File: src/olst_pkg.sv
// Shared types and constants for the ordered list store.
// Used by olst_cell and ordered_list_store; no dependencies.
package olst_pkg;

  // Store geometry
  localparam int DEPTH  = 8;
  localparam int DATA_W = 32;
  localparam int CNT_W  = $clog2(DEPTH + 1);
  // Common width for comparing count, position and cell index
  localparam int CMP_W  = (CNT_W > 4) ? CNT_W : 4;

  // Stream payload widths (packed, padded to whole bytes)
  localparam int IN_W   = 40;
  localparam int OUT_W  = 8;

  typedef enum logic [1:0] {
    ACT_FRONT  = 2'd0,
    ACT_BACK   = 2'd1,
    ACT_DELETE = 2'd2,
    ACT_SEARCH = 2'd3
  } action_t;

  typedef enum logic [1:0] {
    ST_OK    = 2'd0,
    ST_FULL  = 2'd1,
    ST_EMPTY = 2'd2,
    ST_RANGE = 2'd3
  } status_t;

  // Per-cell control, driven by the top level each cycle
  typedef struct packed {
    logic live;        // cell holds a valid entry
    logic load_value;  // capture the command value
    logic take_left;   // shift toward the back
    logic take_right;  // shift toward the front
  } cell_ctrl_t;

endpackage

File: src/olst_cell.sv
// One storage cell of the ordered list store: holds one entry, shifts
// with its neighbors and compares against the command value.
// Depends on olst_pkg.
module olst_cell (
  input  logic                       clk,
  input  olst_pkg::cell_ctrl_t       ctrl,
  input  logic [olst_pkg::DATA_W-1:0] value,
  input  logic [olst_pkg::DATA_W-1:0] left_data,
  input  logic [olst_pkg::DATA_W-1:0] right_data,
  output logic [olst_pkg::DATA_W-1:0] data,
  output logic                       hit
);
  import olst_pkg::*;

  // Entry register; payload only, no reset
  always_ff @(posedge clk) begin
    if (ctrl.load_value) begin
      data <= value;
    end else if (ctrl.take_left) begin
      data <= left_data;
    end else if (ctrl.take_right) begin
      data <= right_data;
    end
  end

  // Full-width match, only on live entries
  assign hit = ctrl.live && (data == value);

endmodule

File: src/ordered_list_store.sv
// Top level of the ordered list store: command decode, entry count,
// a row of olst_cell instances and the result register.
// Depends on olst_pkg and olst_cell.
//
// Usage:
//   Commands arrive on the s_ channel, one per transfer: insert at front,
//   append at back, delete at a 1-based position, or search for a value.
//   Every command yields exactly one result transfer on the m_ channel
//   carrying status, found flag and the entry count after the command.
//   The result is valid the cycle after the command transfer. Throughput
//   is one command per cycle while results are taken; every cell compares
//   and shifts in the same cycle, so the row of cells sets the rate.
//   The result sits in an output register; s_tready stays high while that
//   register is empty or being taken, so a stalled receiver holds the
//   result and blocks further commands until it is taken.
//   Reset clears the entry count and the result valid; stored entries
//   are not cleared since entries at or past the count are never read.
//   Insert into a full store reports full, delete from an empty store
//   reports empty, a bad position reports out of range; all leave the
//   store unchanged.
module ordered_list_store (
  input  logic                       clk,
  input  logic                       rst,
  input  logic                       s_tvalid,
  output logic                       s_tready,
  // s_tdata: [1:0] action, [33:2] value, [37:34] position, [39:38] zero
  input  logic [olst_pkg::IN_W-1:0]  s_tdata,
  output logic                       m_tvalid,
  input  logic                       m_tready,
  // m_tdata: [1:0] status, [2] found, [6:3] count, [7] zero
  output logic [olst_pkg::OUT_W-1:0] m_tdata
);
  import olst_pkg::*;

  // Command fields
  action_t            action;
  logic [DATA_W-1:0]  value;
  logic [3:0]         position;
  logic               in_fire;

  assign action   = action_t'(s_tdata[1:0]);
  assign value    = s_tdata[33:2];
  assign position = s_tdata[37:34];
  assign s_tready = !m_tvalid || m_tready;
  assign in_fire  = s_tvalid && s_tready;

  // Entry count
  logic [CNT_W-1:0] count;
  logic [CNT_W-1:0] count_next;
  logic [CMP_W-1:0] count_cmp;
  logic [CMP_W-1:0] pos_cmp;
  logic [CMP_W-1:0] del_idx;
  logic             full;
  logic             empty;
  logic             pos_ok;

  assign count_cmp = CMP_W'(count);
  assign pos_cmp   = CMP_W'(position);
  assign del_idx   = pos_cmp - CMP_W'(1);
  assign full      = (count_cmp >= CMP_W'(DEPTH));
  assign empty     = (count == '0);
  assign pos_ok    = (pos_cmp != '0) && (pos_cmp <= count_cmp);

  // Command decode: status, what the store does, next count
  status_t status;
  logic    do_front;
  logic    do_back;
  logic    do_delete;

  always_comb begin
    status     = ST_OK;
    do_front   = 1'b0;
    do_back    = 1'b0;
    do_delete  = 1'b0;
    count_next = count;
    case (action)
      ACT_FRONT, ACT_BACK: begin
        if (full) begin
          status = ST_FULL;
        end else begin
          do_front   = (action == ACT_FRONT);
          do_back    = (action == ACT_BACK);
          count_next = count + CNT_W'(1);
        end
      end
      ACT_DELETE: begin
        if (empty) begin
          status = ST_EMPTY;
        end else if (!pos_ok) begin
          status = ST_RANGE;
        end else begin
          do_delete  = 1'b1;
          count_next = count - CNT_W'(1);
        end
      end
      default: begin
        status = ST_OK;
      end
    endcase
  end

  // Row of cells
  logic [DATA_W-1:0] cell_data [DEPTH];
  logic [DEPTH-1:0]  cell_hit;
  cell_ctrl_t        cell_ctrl [DEPTH];

  for (genvar i = 0; i < DEPTH; i++) begin : g_cell
    logic [DATA_W-1:0] left_in;
    logic [DATA_W-1:0] right_in;

    always_comb begin
      cell_ctrl[i].live       = (CMP_W'(i) < count_cmp);
      cell_ctrl[i].take_left  = in_fire && do_front;
      cell_ctrl[i].load_value = in_fire && do_back && (CMP_W'(i) == count_cmp);
      cell_ctrl[i].take_right = in_fire && do_delete && (CMP_W'(i) >= del_idx);
    end

    if (i == 0) begin : g_head
      assign left_in = value;
    end else begin : g_body
      assign left_in = cell_data[i-1];
    end

    if (i == DEPTH - 1) begin : g_tail
      assign right_in = cell_data[i];
    end else begin : g_mid
      assign right_in = cell_data[i+1];
    end

    olst_cell u_cell (
      .clk        (clk),
      .ctrl       (cell_ctrl[i]),
      .value      (value),
      .left_data  (left_in),
      .right_data (right_in),
      .data       (cell_data[i]),
      .hit        (cell_hit[i])
    );
  end

  logic found;
  assign found = (action == ACT_SEARCH) && (|cell_hit);

  // Count register
  always_ff @(posedge clk) begin
    if (rst) begin
      count <= '0;
    end else if (in_fire) begin
      count <= count_next;
    end
  end

  // Result register
  logic [CMP_W-1:0] count_out;
  assign count_out = CMP_W'(count_next);

  always_ff @(posedge clk) begin
    if (rst) begin
      m_tvalid <= 1'b0;
    end else if (in_fire) begin
      m_tvalid <= 1'b1;
    end else if (m_tready) begin
      m_tvalid <= 1'b0;
    end
  end

  always_ff @(posedge clk) begin
    if (in_fire) begin
      m_tdata <= {1'b0, count_out[3:0], found, status};
    end
  end

  // Checks
  a_count_bound: assert property (@(posedge clk) disable iff (rst)
    count_cmp <= CMP_W'(DEPTH))
    else $error("entry count exceeds depth");

  a_insert_grows: assert property (@(posedge clk) disable iff (rst)
    in_fire && (action == ACT_FRONT || action == ACT_BACK) && !full
    |=> count == $past(count) + CNT_W'(1))
    else $error("insert did not grow the count");

  a_result_follows: assert property (@(posedge clk) disable iff (rst)
    in_fire |=> m_tvalid)
    else $error("accepted command produced no result");

  a_found_search_only: assert property (@(posedge clk) disable iff (rst)
    in_fire && action != ACT_SEARCH |=> !m_tdata[2])
    else $error("found flag set on a non-search command");

endmodule
File: config.mk
export PLATFORM = sky130hd
export DESIGN_NAME = ordered_list_store
export DESIGN_NICKNAME = d
export VERILOG_FILES = /design/src/olst_pkg.sv /design/src/olst_cell.sv /design/src/ordered_list_store.sv
export SDC_FILE = /design/constraint.sdc
export NUM_CORES = 1
export LEC_CHECK = 0
export BUFFER_PORTS_ARGS = -buffer_cell sky130_fd_sc_hd__buf_2
export CAP_MARGIN = 40
export CORE_MARGIN = 5
export CORE_UTILIZATION = 65
export CTS_BUF_LIST = sky130_fd_sc_hd__clkbuf_8
export DETAILED_ROUTE_END_ITERATION = 8
export PLACE_DENSITY = 0.83
export SYNTH_ARGS = -nofsm -noshare
export SYNTH_HDL_FRONTEND = slang
export SYNTH_SLANG_ARGS = --single-unit
File: constraint.sdc
create_clock -name clk -period 3.5 [get_ports clk]
set_input_delay 0.7 -clock clk [delete_from_list [all_inputs] [get_ports clk]]
set_output_delay 0.7 -clock clk [all_outputs]
set_load 0.01 [all_outputs]
# Word level (Yosys, flattened, before mapping)
# Cells that the tools add are included.
[classes] add_sub_neg=3 magnitude_cmp=17 n_eq_ne=18 reduce_logical=45 muxes=40
[op_table] cell="2-to-1 mux 32 bit" n=23
[op_table] cell="equality test 32 bit" n=8
[op_table] cell="logical AND 1 bit" n=29
[op_table] cell="nonzero test 3 bit" n=7
[op_table] cell="equality test 3 x 4 -> 1 bit, first input constant" n=4
[op_table] cell="less-than comparator 3 x 4 -> 1 bit, first input constant" n=4
[op_table] cell="greater-or-equal comparator 3 x 4 -> 1 bit, first input constant" n=3
[op_table] cell="2-to-1 mux 4 bit" n=3
[op_table] cell="2-to-1 mux 1 bit" n=10
[op_table] cell="equality test 2 x 4 -> 1 bit, first input constant" n=2
[op_table] cell="greater-or-equal comparator 1 x 4 -> 1 bit, first input constant" n=2
[op_table] cell="greater-or-equal comparator 2 x 4 -> 1 bit, first input constant" n=2
[op_table] cell="less-than comparator 1 x 4 -> 1 bit, first input constant" n=2
[op_table] cell="less-than comparator 2 x 4 -> 1 bit, first input constant" n=2
[op_table] cell="one-hot mux 4 bit (2 select lines)" n=1
[op_table] cell="OR reduction 8 bit" n=1
[op_table] cell="subtractor 4 x 1 -> 4 bit, second input constant" n=2
[op_table] cell="adder 4 x 1 -> 4 bit, second input constant" n=1
[op_table] cell="equality test 1 x 4 -> 1 bit, first input constant" n=1
[op_table] cell="equality test 2 bit, second input constant" n=2
[op_table] cell="greater-or-equal comparator 4 bit, second input constant" n=1
[op_table] cell="<= comparator 4 bit" n=1
[op_table] cell="zero test 4 bit" n=1
[op_table] cell="2-to-1 mux 2 bit" n=2
[op_table] cell="other kinds (8)" n=9
[totals] ff_bits=268 wordCells=134 inputBits=44 out_inout_bits=10

# Logic depth before layout (Yosys ltp)
# Gate-level depths: netlist of the first run.
[depth] word_depth=10 mapped_depth=9 ltp_nobuf=8

# Hierarchy
# A second synthesis of the first run with hierarchy kept.
[hier_totals] cells_unflattened=1609 hier_area_um2=16946.3
[by_module_without_submodules] module="olst_cell" area_each_um2=1978.1 n_inst=8 cells_per_inst=184 seq_area_each_um2=960.9
[by_module_without_submodules] module="ordered_list_store" area_each_um2=1121.1 n_inst=1 cells_per_inst=137 seq_area_each_um2=310.3

# Worst setup path after synthesis of the first run
# OpenSTA, ideal clock, no wires.
[synth_path] path_kind="input -> register" start="in m_tready" end="reg g_cell[4].u_cell.data[0] in the netlist's numbering (enable)" n_path_buf=2 cell_stages=8 arrival_ns=2.867 setup_ns=0.394 path_slack_ns=0.239 required_time_ns=3.106 cell_sequence="nand2b_1 and2_1 clkbuf_1 nand2_1 nor2_2 clkbuf_1 nor2_1 nand3_1"
[synth_via] elab_chain_len=5 elab_cells_between_ends=8 classes_between="8 x reduce/logical"
[synth_lines] item="from (decl)" line_no="ordered_list_store.sv:29" source="input logic m_tready,"
[synth_lines] item="logical OR 1 bit *" line_no="ordered_list_store.sv:44" source="assign s_tready = !m_tvalid || m_tready;"
[synth_lines] item="logical AND 1 bit *" line_no="ordered_list_store.sv:45" source="assign in_fire = s_tvalid && s_tready;"
[synth_lines] item="net in_fire" line_no="ordered_list_store.sv:39" source="logic in_fire;"
[synth_lines] item="logical AND 1 bit, on equally long branches"
[synth_lines] item="logical AND 1 bit, on equally long branches" line_no="ordered_list_store.sv:115, ordered_list_store.sv:114"
[synth_lines] item="nonzero test 3 bit (no source line) *"
[synth_lines] item="to (signal assigned)" line_no="olst_cell.sv:18" source="data <= value;"
[synth_lines] item="to (signal assigned)" line_no="olst_cell.sv:20" source="data <= left_data;"
[synth_lines] item="to (signal assigned)" line_no="olst_cell.sv:22" source="data <= right_data;"
[synth_lines] item="to (decl)" line_no="olst_cell.sv:10" source="output logic [olst_pkg::DATA_W-1:0] data,"
# Mark *: on every way through the listed nets, which the timed path passes. The rest lies on a longest branch.
# A chain may end at the register's enable or synchronous reset.

# Worst setup path in the final report of the first run
[layout_path] start="reg count[0]" end="reg g_cell[3].u_cell.data[17] in the netlist's numbering (enable)"
[layout_via] elab_chain_len=8 elab_cells_between_ends=18 classes_between="2 x order compare; 1 x eq/ne; 7 x mux; 8 x reduce/logical"
[layout_lines] item="from (decl)" line_no="ordered_list_store.sv:48" source="logic [CNT_W-1:0] count;"
[layout_lines] item="from (signal assigned)" line_no="ordered_list_store.sv:149" source="count <= count_next;"
[layout_lines] item="<= comparator 4 bit" line_no="ordered_list_store.sv:62" source="assign pos_ok = (pos_cmp != '0) && (pos_cmp <= count_cmp);"
[layout_lines] item="logical AND 1 bit" line_no="ordered_list_store.sv:62"
[layout_lines] item="2-to-1 mux 1 bit" line_no="ordered_list_store.sv:89" source="end else if (!pos_ok) begin"
[layout_lines] item="2-to-1 mux 1 bit" line_no="ordered_list_store.sv:87" source="if (empty) begin"
[layout_lines] item="2-to-1 mux 1 bit" line_no="ordered_list_store.sv:76" source="case (action)"
[layout_lines] item="logical AND 1 bit"
[layout_lines] item="logical AND 1 bit" line_no="ordered_list_store.sv:115" source="cell_ctrl[i].take_right = in_fire && do_delete && (CMP_W'(i) >= del_idx);"
[layout_lines] item="nonzero test 3 bit (no source line) *"
[layout_lines] item="to (signal assigned)" line_no="olst_cell.sv:18"
[layout_lines] item="to (signal assigned)" line_no="olst_cell.sv:20"
[layout_lines] item="to (signal assigned)" line_no="olst_cell.sv:22"
[layout_lines] item="to (decl)" line_no="olst_cell.sv:10"
# Every way passes the cells marked *; elsewhere a longest branch is shown, timed or not.

==> summary.md, run 1 <==
| Metric | Value |
|---|---|
| Net Count, Synth | `1642` |
| Worst-margin pin slew | `0.7985 ns` |
| Final ANT Viol Nets | `0` |
| DIE WIDTH | `170.0 µm` |
| CP peak stage delay | `0.56 ns` |
| Core Area | `0.02518 mm²` |
| Yosys top cell area share | `0.4744` |
| RSZ-0062 raised after global routing | `no` |
| Starting Density | `0.6611` |
| Clk pwr share | `0.349` |
| Clk Latency, worst-skew pair | `0.57 ns` |
| Max Clock Freq | `334.5 MHz` |
| Slew HR | `0.4628` |
| Finished Cell Area | `0.01786 mm²` |
| Sequential area share after synthesis | `0.4804` |
| DR pass1 iterations | `6` |
| Clock sink count | `268` |
| Post-Syn Instances | `1587` |
| Data arrival time of the worst path | `3.19 ns` |
| Grt ovf | `0` |
| Setup tns final | `0 ns` |
| Dominant cells by area after synthesis | `edfxtp_1 (47%), xor2_1 (9.2%), mux2i_1 (7.8%), nand2_1 (6.1%), xnor2_1 (4.4%)` |
| Switch share | `0.2742` |
| Vias per cell | `6.513` |
| Pin count of the biggest net entering global routing | `55` |
| Post CTS Setup Buffer Count | `0` |
| Area growth syn-to-layout | `7.268%` |
| Synth area leader | `edfxtp_1` |
| Fill cells | `1808` |
| Max IR drop VDD | `0.3143 mV` |
| Clock transition at path regs | `0.06 ns` |
| Port Buffer Count | `50` |
| DIE AREA | `0.02891 mm²` |
| Number of synthesized flops with an enable pin | `263` |
| Status | `complete, no violations` |
| Pwr/cell area | `402.8 mW/mm²` |
| Final clock skew | `0.01852 ns` |
| WS Path Type | `reg -> reg` |
| DRC | `0` |
| Final-stage net count | `1639` |
| # IOs | `54` |
| Top cells by count, synth | `nand2_1 (272), edfxtp_1 (263), xor2_1 (175), mux2i_1 (129), o21ai_0 (121)` |
| Root Buffer | `clkbuf_8` |
| FFs w/ async S/R, synth | `0` |
| Initial antenna violation count | `5` |
| Post-synth cell types | `46` |
| CTS tree | `done` |
| CTS max path bufs | `3` |
| Final period util | `0.8540` |
| H-tree depth | `2` |
| Layout cells sized above 1 | `0.1435` |
| 1st-iter DRT viols | `1829` |
| Ys Warns | `0` |
| Final setup vio count | `0` |
| Final Slew Violations | `0` |
| Final hold vios | `0` |
| DR vias | `12650` |
| Worst path cell trace | `inv_1 > ha_1 > nand2_1 > nand4_1 > nor3_1 > or3_2 > buf_4` |
| Ys flop type | `edfxtp_1` |
| Sequential cell fraction of total power | `0.523` |
| Leak Pwr | `6.952 nW` |
| Req. time, crit path | `3.70 ns` |
| Critical path fanouts, max | `20` |
| Worst Hold Class | `in -> reg` |
| Vias in the first global route | `12100` |
| Startpoint Class | `flop` |
| Top-count cell post-synth | `nand2_1` |
| Family with the most delay on the worst path | `simple AND/OR/NAND/NOR gates` |
| Chip Height | `170.0 µm` |
| Critical path's slowest cell | `dfxtp_1` |
| WP buf/inv | `2` |
| Post-CTS resize count | `0` |
| Std-Cell Rows | `58` |
| Max Cap Viol | `0` |
| First-pass GRT wire length | `73.86 mm` |
| Post-detailed-route wirelength per cell | `25.38 µm` |
| Detailed placement HPWL | `34.33 mm` |
| Dpl cell area | `0.01710 mm²` |
| Final Critical Period | `2.989 ns` |
| Cts bufs inserted | `46` |
| WL final | `49.32 mm` |
| Internal Pwr Total | `5.221 mW` |
| Mean Syn Cell Area | `10.49 µm²` |
| Yosys reg bits | `268` |
| Gr usage total | `0.3374` |
| Mapped cell area | `0.01665 mm²` |
| Gate power share | `0.128` |
| Switching pwr | `1.973 mW` |
| Number of hold buffers added after cts | `0` |
| Worst setup EP type | `flop` |
| RePlAce Congestion | `1.087` |
| Reg2reg setup slack | `0.51 ns` |
## power groups by stage
stage / Combinational (mW) / Clock (mW) / Sequential [mW]
2_1_floorplan: 0.598 / 0 / 3.80
3_3_place_gp: 0.877 / 0 / 3.82
3_5_place_dp: 0.894 / 0 / 3.82
4_1_cts: 0.900 / 2.51 / 3.76
5_1_grt: 0.967 / 2.68 / 3.77
6_report: 0.923 / 2.51 / 3.76
## kinds of logic after synthesis
| kind of cell | share of synthesized area |
|---|---|
| other | 0.0002252 |
| muxes | 0.1281 |
| and+or+nand+nor | 0.1246 |
| AOI/OAI and AO/OA | 0.07576 |
| DFF | 0.4804 |
| adders and majority gates | 0.008267 |
| xor gates and xnor gates | 0.1357 |
| buffers and inverters | 0.04697 |
## metrics by stage
| stage | total power, mW | worst slack, ns | hold slack [ns] | utilization | instances |
|---|---|---|---|---|---|
| final | 7.194 | 0.5109 | 0.3890 | 0.7092 | 1943 |
| after CTS | 7.170 | 0.6181 | 0.3796 | 0.7089 | 1940 |
| after global placement | 4.694 | 0.4279 | 0.5304 | 0.6790 | 1866 |
| after detailed placement | 4.717 | 0.4109 | 0.5420 | 0.6790 | 1866 |
| after floorplan | 4.399 | 0.2388 | 0.5799 | - | 1587 |
| after global routing | 7.415 | 0.3084 | 0.3922 | 0.7090 | 1941 |
## area by class of cell
class	instances	area, µm²	share of cell area
flip-flops and latches	268	7998	0.4478
multi-input cells	1165	7915	0.4432
repair buffers	96	745.7	0.04176
clock buffers	47	646.9	0.03622
well taps	330	412.9	0.02312
clock inverters	27	106.4	0.005955
inverters	7	26.28	0.001471
diodes	3	7.507	0.0004204
## placed cells by master (no fill, tap or decap), types with 2 or more instances in the layout
cell	count
a211o_2	2
a21oi_1	9
a31oi_1	69
a41oi_1	2
and2_1	2
and2_2	3
and3_1	2
and3_4	2
buf_12	12
buf_2	50
buf_4	34
clkbuf_8	47
clkinv_1	11
dfxtp_1	5
diode_2	3
edfxtp_1	263
ha_1	11
inv_1	21
mux2_2	36
mux2_4	29
mux2i_1	129
nand2_1	267
nand2_2	5
nand2b_1	2
nand3_1	9
nand3_2	2
nand4_1	27
nor2_1	75
nor2b_1	2
nor3_1	19
nor4_1	46
o21ai_0	121
o21ai_1	17
o311ai_0	2
xnor2_1	83
xor2_1	175
## final timing paths
check / from / end / cells after the start
max reg2reg: count[0] / g_cell[3].u_cell.data[17] / 7
max: count[0] / g_cell[3].u_cell.data[17] / 7
min: rst / count[0] / 2
min reg2reg: m_tvalid / m_tvalid / 2
## layer usage
metal | global-route usage | vias to the layer above | wire [µm]
met3 | 0.08664 | 148 | 6207
li1 | - | 5611 | -
met4 | 0.1406 | 8 | 2405
met2 | 0.5179 | 829 | 22340
met1 | 0.4601 | 6058 | 18300
met5 | 0 | - | 59
## state kept, by name, indices dropped and copies added (netlist names)
signal	flops
m_tvalid	1
count	4
m_tdata	7
g_cell.u_cell.data	256
## worst reg2reg max path: stages, from the launching register on
cell     delay, ns
dfxtp_1       0.56
inv_1         0.18
ha_1          0.36
nand2_1       0.19
nand4_1       0.20
nor3_1        0.53
or3_2         0.23
buf_4         0.38
Power figures use the tool's default switching activity.
==> inputs of run 2 (changes only) <==
- CORE_UTILIZATION: 65 -> 63
- CTS_BUF_LIST: sky130_fd_sc_hd__clkbuf_8 -> sky130_fd_sc_hd__clkbuf_16
- PLACE_DENSITY: 0.83 -> 0.81
==> run 2 against run 1 <==
Net effect: routed wire length grew 1.7%; sequential share of layout area shrank 0.31 points; combinational power grew 2%; register-to-register slack lost 0.11 ns; setup slack lost 0.11 ns; sequential power is essentially flat; non-clock buffer count shrank 3; power grew 6.2%; critical path depth is the same.
==> summary.md, run 2 (synthesis gave the netlist of run 1 again) <==
| Metric | Value |
|---|---|
| Setup tns final | `0 ns (unchanged)` |
| Status | `complete, no violations` |
| Data arrival time of the worst path | `3.40 ns (+0.21 ns)` |
| Critical path fanouts, max | `8 (-60%)` |
| Worst Hold Class | `in -> reg` |
| Final clock skew | `0.01045 ns (-0.008071 ns)` |
| Post CTS Setup Buffer Count | `0 (unchanged)` |
| Final setup vio count | `0 (unchanged)` |
| Leak Pwr | `6.965 nW (+0.20%)` |
| Vias in the first global route | `11760 (-2.8%)` |
| Gr usage total | `0.3227 (-0.01467)` |
| Worst-margin pin slew | `0.8514 ns (+0.05298 ns)` |
| Core Area | `0.02606 mm² (+3.5%)` |
| CTS max path bufs | `3 (unchanged)` |
| Initial antenna violation count | `3 (-2)` |
| DIE WIDTH | `172.6 µm (+1.5%)` |
| Final hold vios | `0 (unchanged)` |
| CTS tree | `done` |
| Max reg flops | `256 (unchanged)` |
| Layout cells sized above 1 | `0.1349 (-0.008548)` |
| WL final | `50.16 mm (+1.7%)` |
| Final ANT Viol Nets | `0 (unchanged)` |
| Final period util | `0.8864 (+0.03232)` |
| Biggest register | `g_cell.u_cell.data` |
| DR vias | `12660 (+0.032%)` |
| Vias per cell | `6.572 (+0.91%)` |
| Hold slack | `0.3853 ns (-0.003745 ns)` |
| Pin count of the biggest net entering global routing | `91 (+65%)` |
| Clock sink count | `268 (unchanged)` |
| Port Buffer Count | `50 (unchanged)` |
| DRC | `0 (unchanged)` |
| Root Buffer | `clkbuf_16` |
| Post-CTS resize count | `0 (unchanged)` |
| Req. time, crit path | `3.79 ns (+0.09 ns)` |
| Area growth syn-to-layout | `8.011%` |
| 1st-iter DRT viols | `2302 (+26%)` |
| Most common cell after layout, fill and taps aside | `nand2_1` |
| Final Slew Violations | `0 (unchanged)` |
| # IOs | `54 (unchanged)` |
| RSZ-0062 raised after global routing | `no` |
| Chip Height | `172.6 µm (+1.5%)` |
| H-tree depth | `1 (-1)` |
| Biggest regs | `g_cell.u_cell.data x256, m_tdata x7, count x4` |
| Detailed placement HPWL | `33.94 mm (-1.1%)` |
| Cells after DPL | `1868 (+0.11%)` |
| Clk Latency, worst-skew pair | `0.56 ns (about the same)` |
| WS Path Type | `reg -> reg` |
| First-pass GRT wire length | `74.43 mm (+0.78%)` |
| Startpoint Class | `flop` |
| Fill cells | `1893 (+4.7%)` |
| Starting Density | `0.6389 (-0.02225)` |
| Final design utilization | `0.6901 (-0.01912)` |
| RePlAce Congestion | `1.050 (-3.4%)` |
| GR Layer Usage met1 | `0.4563 (-0.003747)` |
| Final Critical Period | `3.102 ns (+0.1131 ns)` |
| Max Clock Freq | `322.3 MHz (-3.6%)` |
| Max IR drop VDD | `0.4861 mV (+55%)` |
| Max Cap Viol | `0 (unchanged)` |
| Worst setup EP type | `flop` |
| Grt ovf | `0 (unchanged)` |
| Clock transition at path regs | `0.06 ns (about the same)` |
| DIE AREA | `0.02978 mm² (+3.0%)` |
| Most frequent cells in the layout | `nand2_1 (267), edfxtp_1 (263), xor2_1 (175)` |
| Std-Cell Rows | `59 (+1.7%)` |
| Reg2reg setup slack | `0.40 ns (-0.11 ns)` |
| Cts bufs inserted | `30 (-35%)` |
| Final-stage net count | `1620 (-1.2%)` |
| Fin cells | `1926 (-0.87%)` |
| GRT met3 Usage | `0.07576 (-0.01088)` |
| Number of hold buffers added after cts | `0 (unchanged)` |
| Busiest grt layer | `met2` |
| DR pass1 iterations | `7 (+1)` |
| Slew HR | `0.4264 (-0.03641)` |
| Post-detailed-route wirelength per cell | `26.04 µm (+2.6%)` |
| Pwr/cell area | `424.7 mW/mm² (+5.4%)` |
| Met2 Usage GRT | `0.4815 (-0.03638)` |
[run 2: per-layer routing]
layer  part of all wire  vias up
li1                   -     5575
met1               0.37     5971
met2               0.44      960
met3               0.14      152
met4              0.049        0
met5                  0        -
[run 2: critical path: stages, from the launching register on]
cell	delay, ns
dfxtp_1	0.53
inv_1	0.17
ha_1	0.34
o21ai_0	0.72
nand3_1	0.26
nor3_1	0.30
a21oi_1	0.07
a41oi_1	0.45
[run 2: cell type report]
cell class                      count  area [µm²]  area share
Sequential cell                   268        7998      0.4448
Multi-Input combinational cell   1165        7915      0.4402
Clock buffer                       31       775.7     0.04314
Timing Repair Buffer               93       723.2     0.04022
Tap cell                          335       419.2     0.02331
Clock inverter                     22       112.6    0.006262
Inverter                            7       26.28    0.001461
Antenna cell                        5       12.51   0.0006958
[run 2: worst paths after layout]
check / endpoint / from / cells after the start
worst max-delay path: m_tdata[2] / count[0] / 7
worst max register to register: m_tdata[2] / count[0] / 7
worst min register to register: m_tvalid / m_tvalid / 2
worst min-delay path: count[0] / rst / 2
[run 2: per-stage QoR]
step / power, mW / instance area (µm²) / setup WS (ns)
CTS: 7.594 / 17970 / 0.4613
global placement: 4.702 / 17080 / 0.3819
detailed placement: 4.728 / 17080 / 0.3271
floorplan: 4.399 / 16650 / 0.2388
finish: 7.638 / 17980 / 0.3978
global route: 7.824 / 17970 / 0.2689
[run 2: where the power goes]
| part | internal [mW] | switching, mW |
|---|---|---|
| logic | 0.332 | 0.609 |
| clock network | 1.65 | 1.29 |
| registers | 3.66 | 0.0955 |
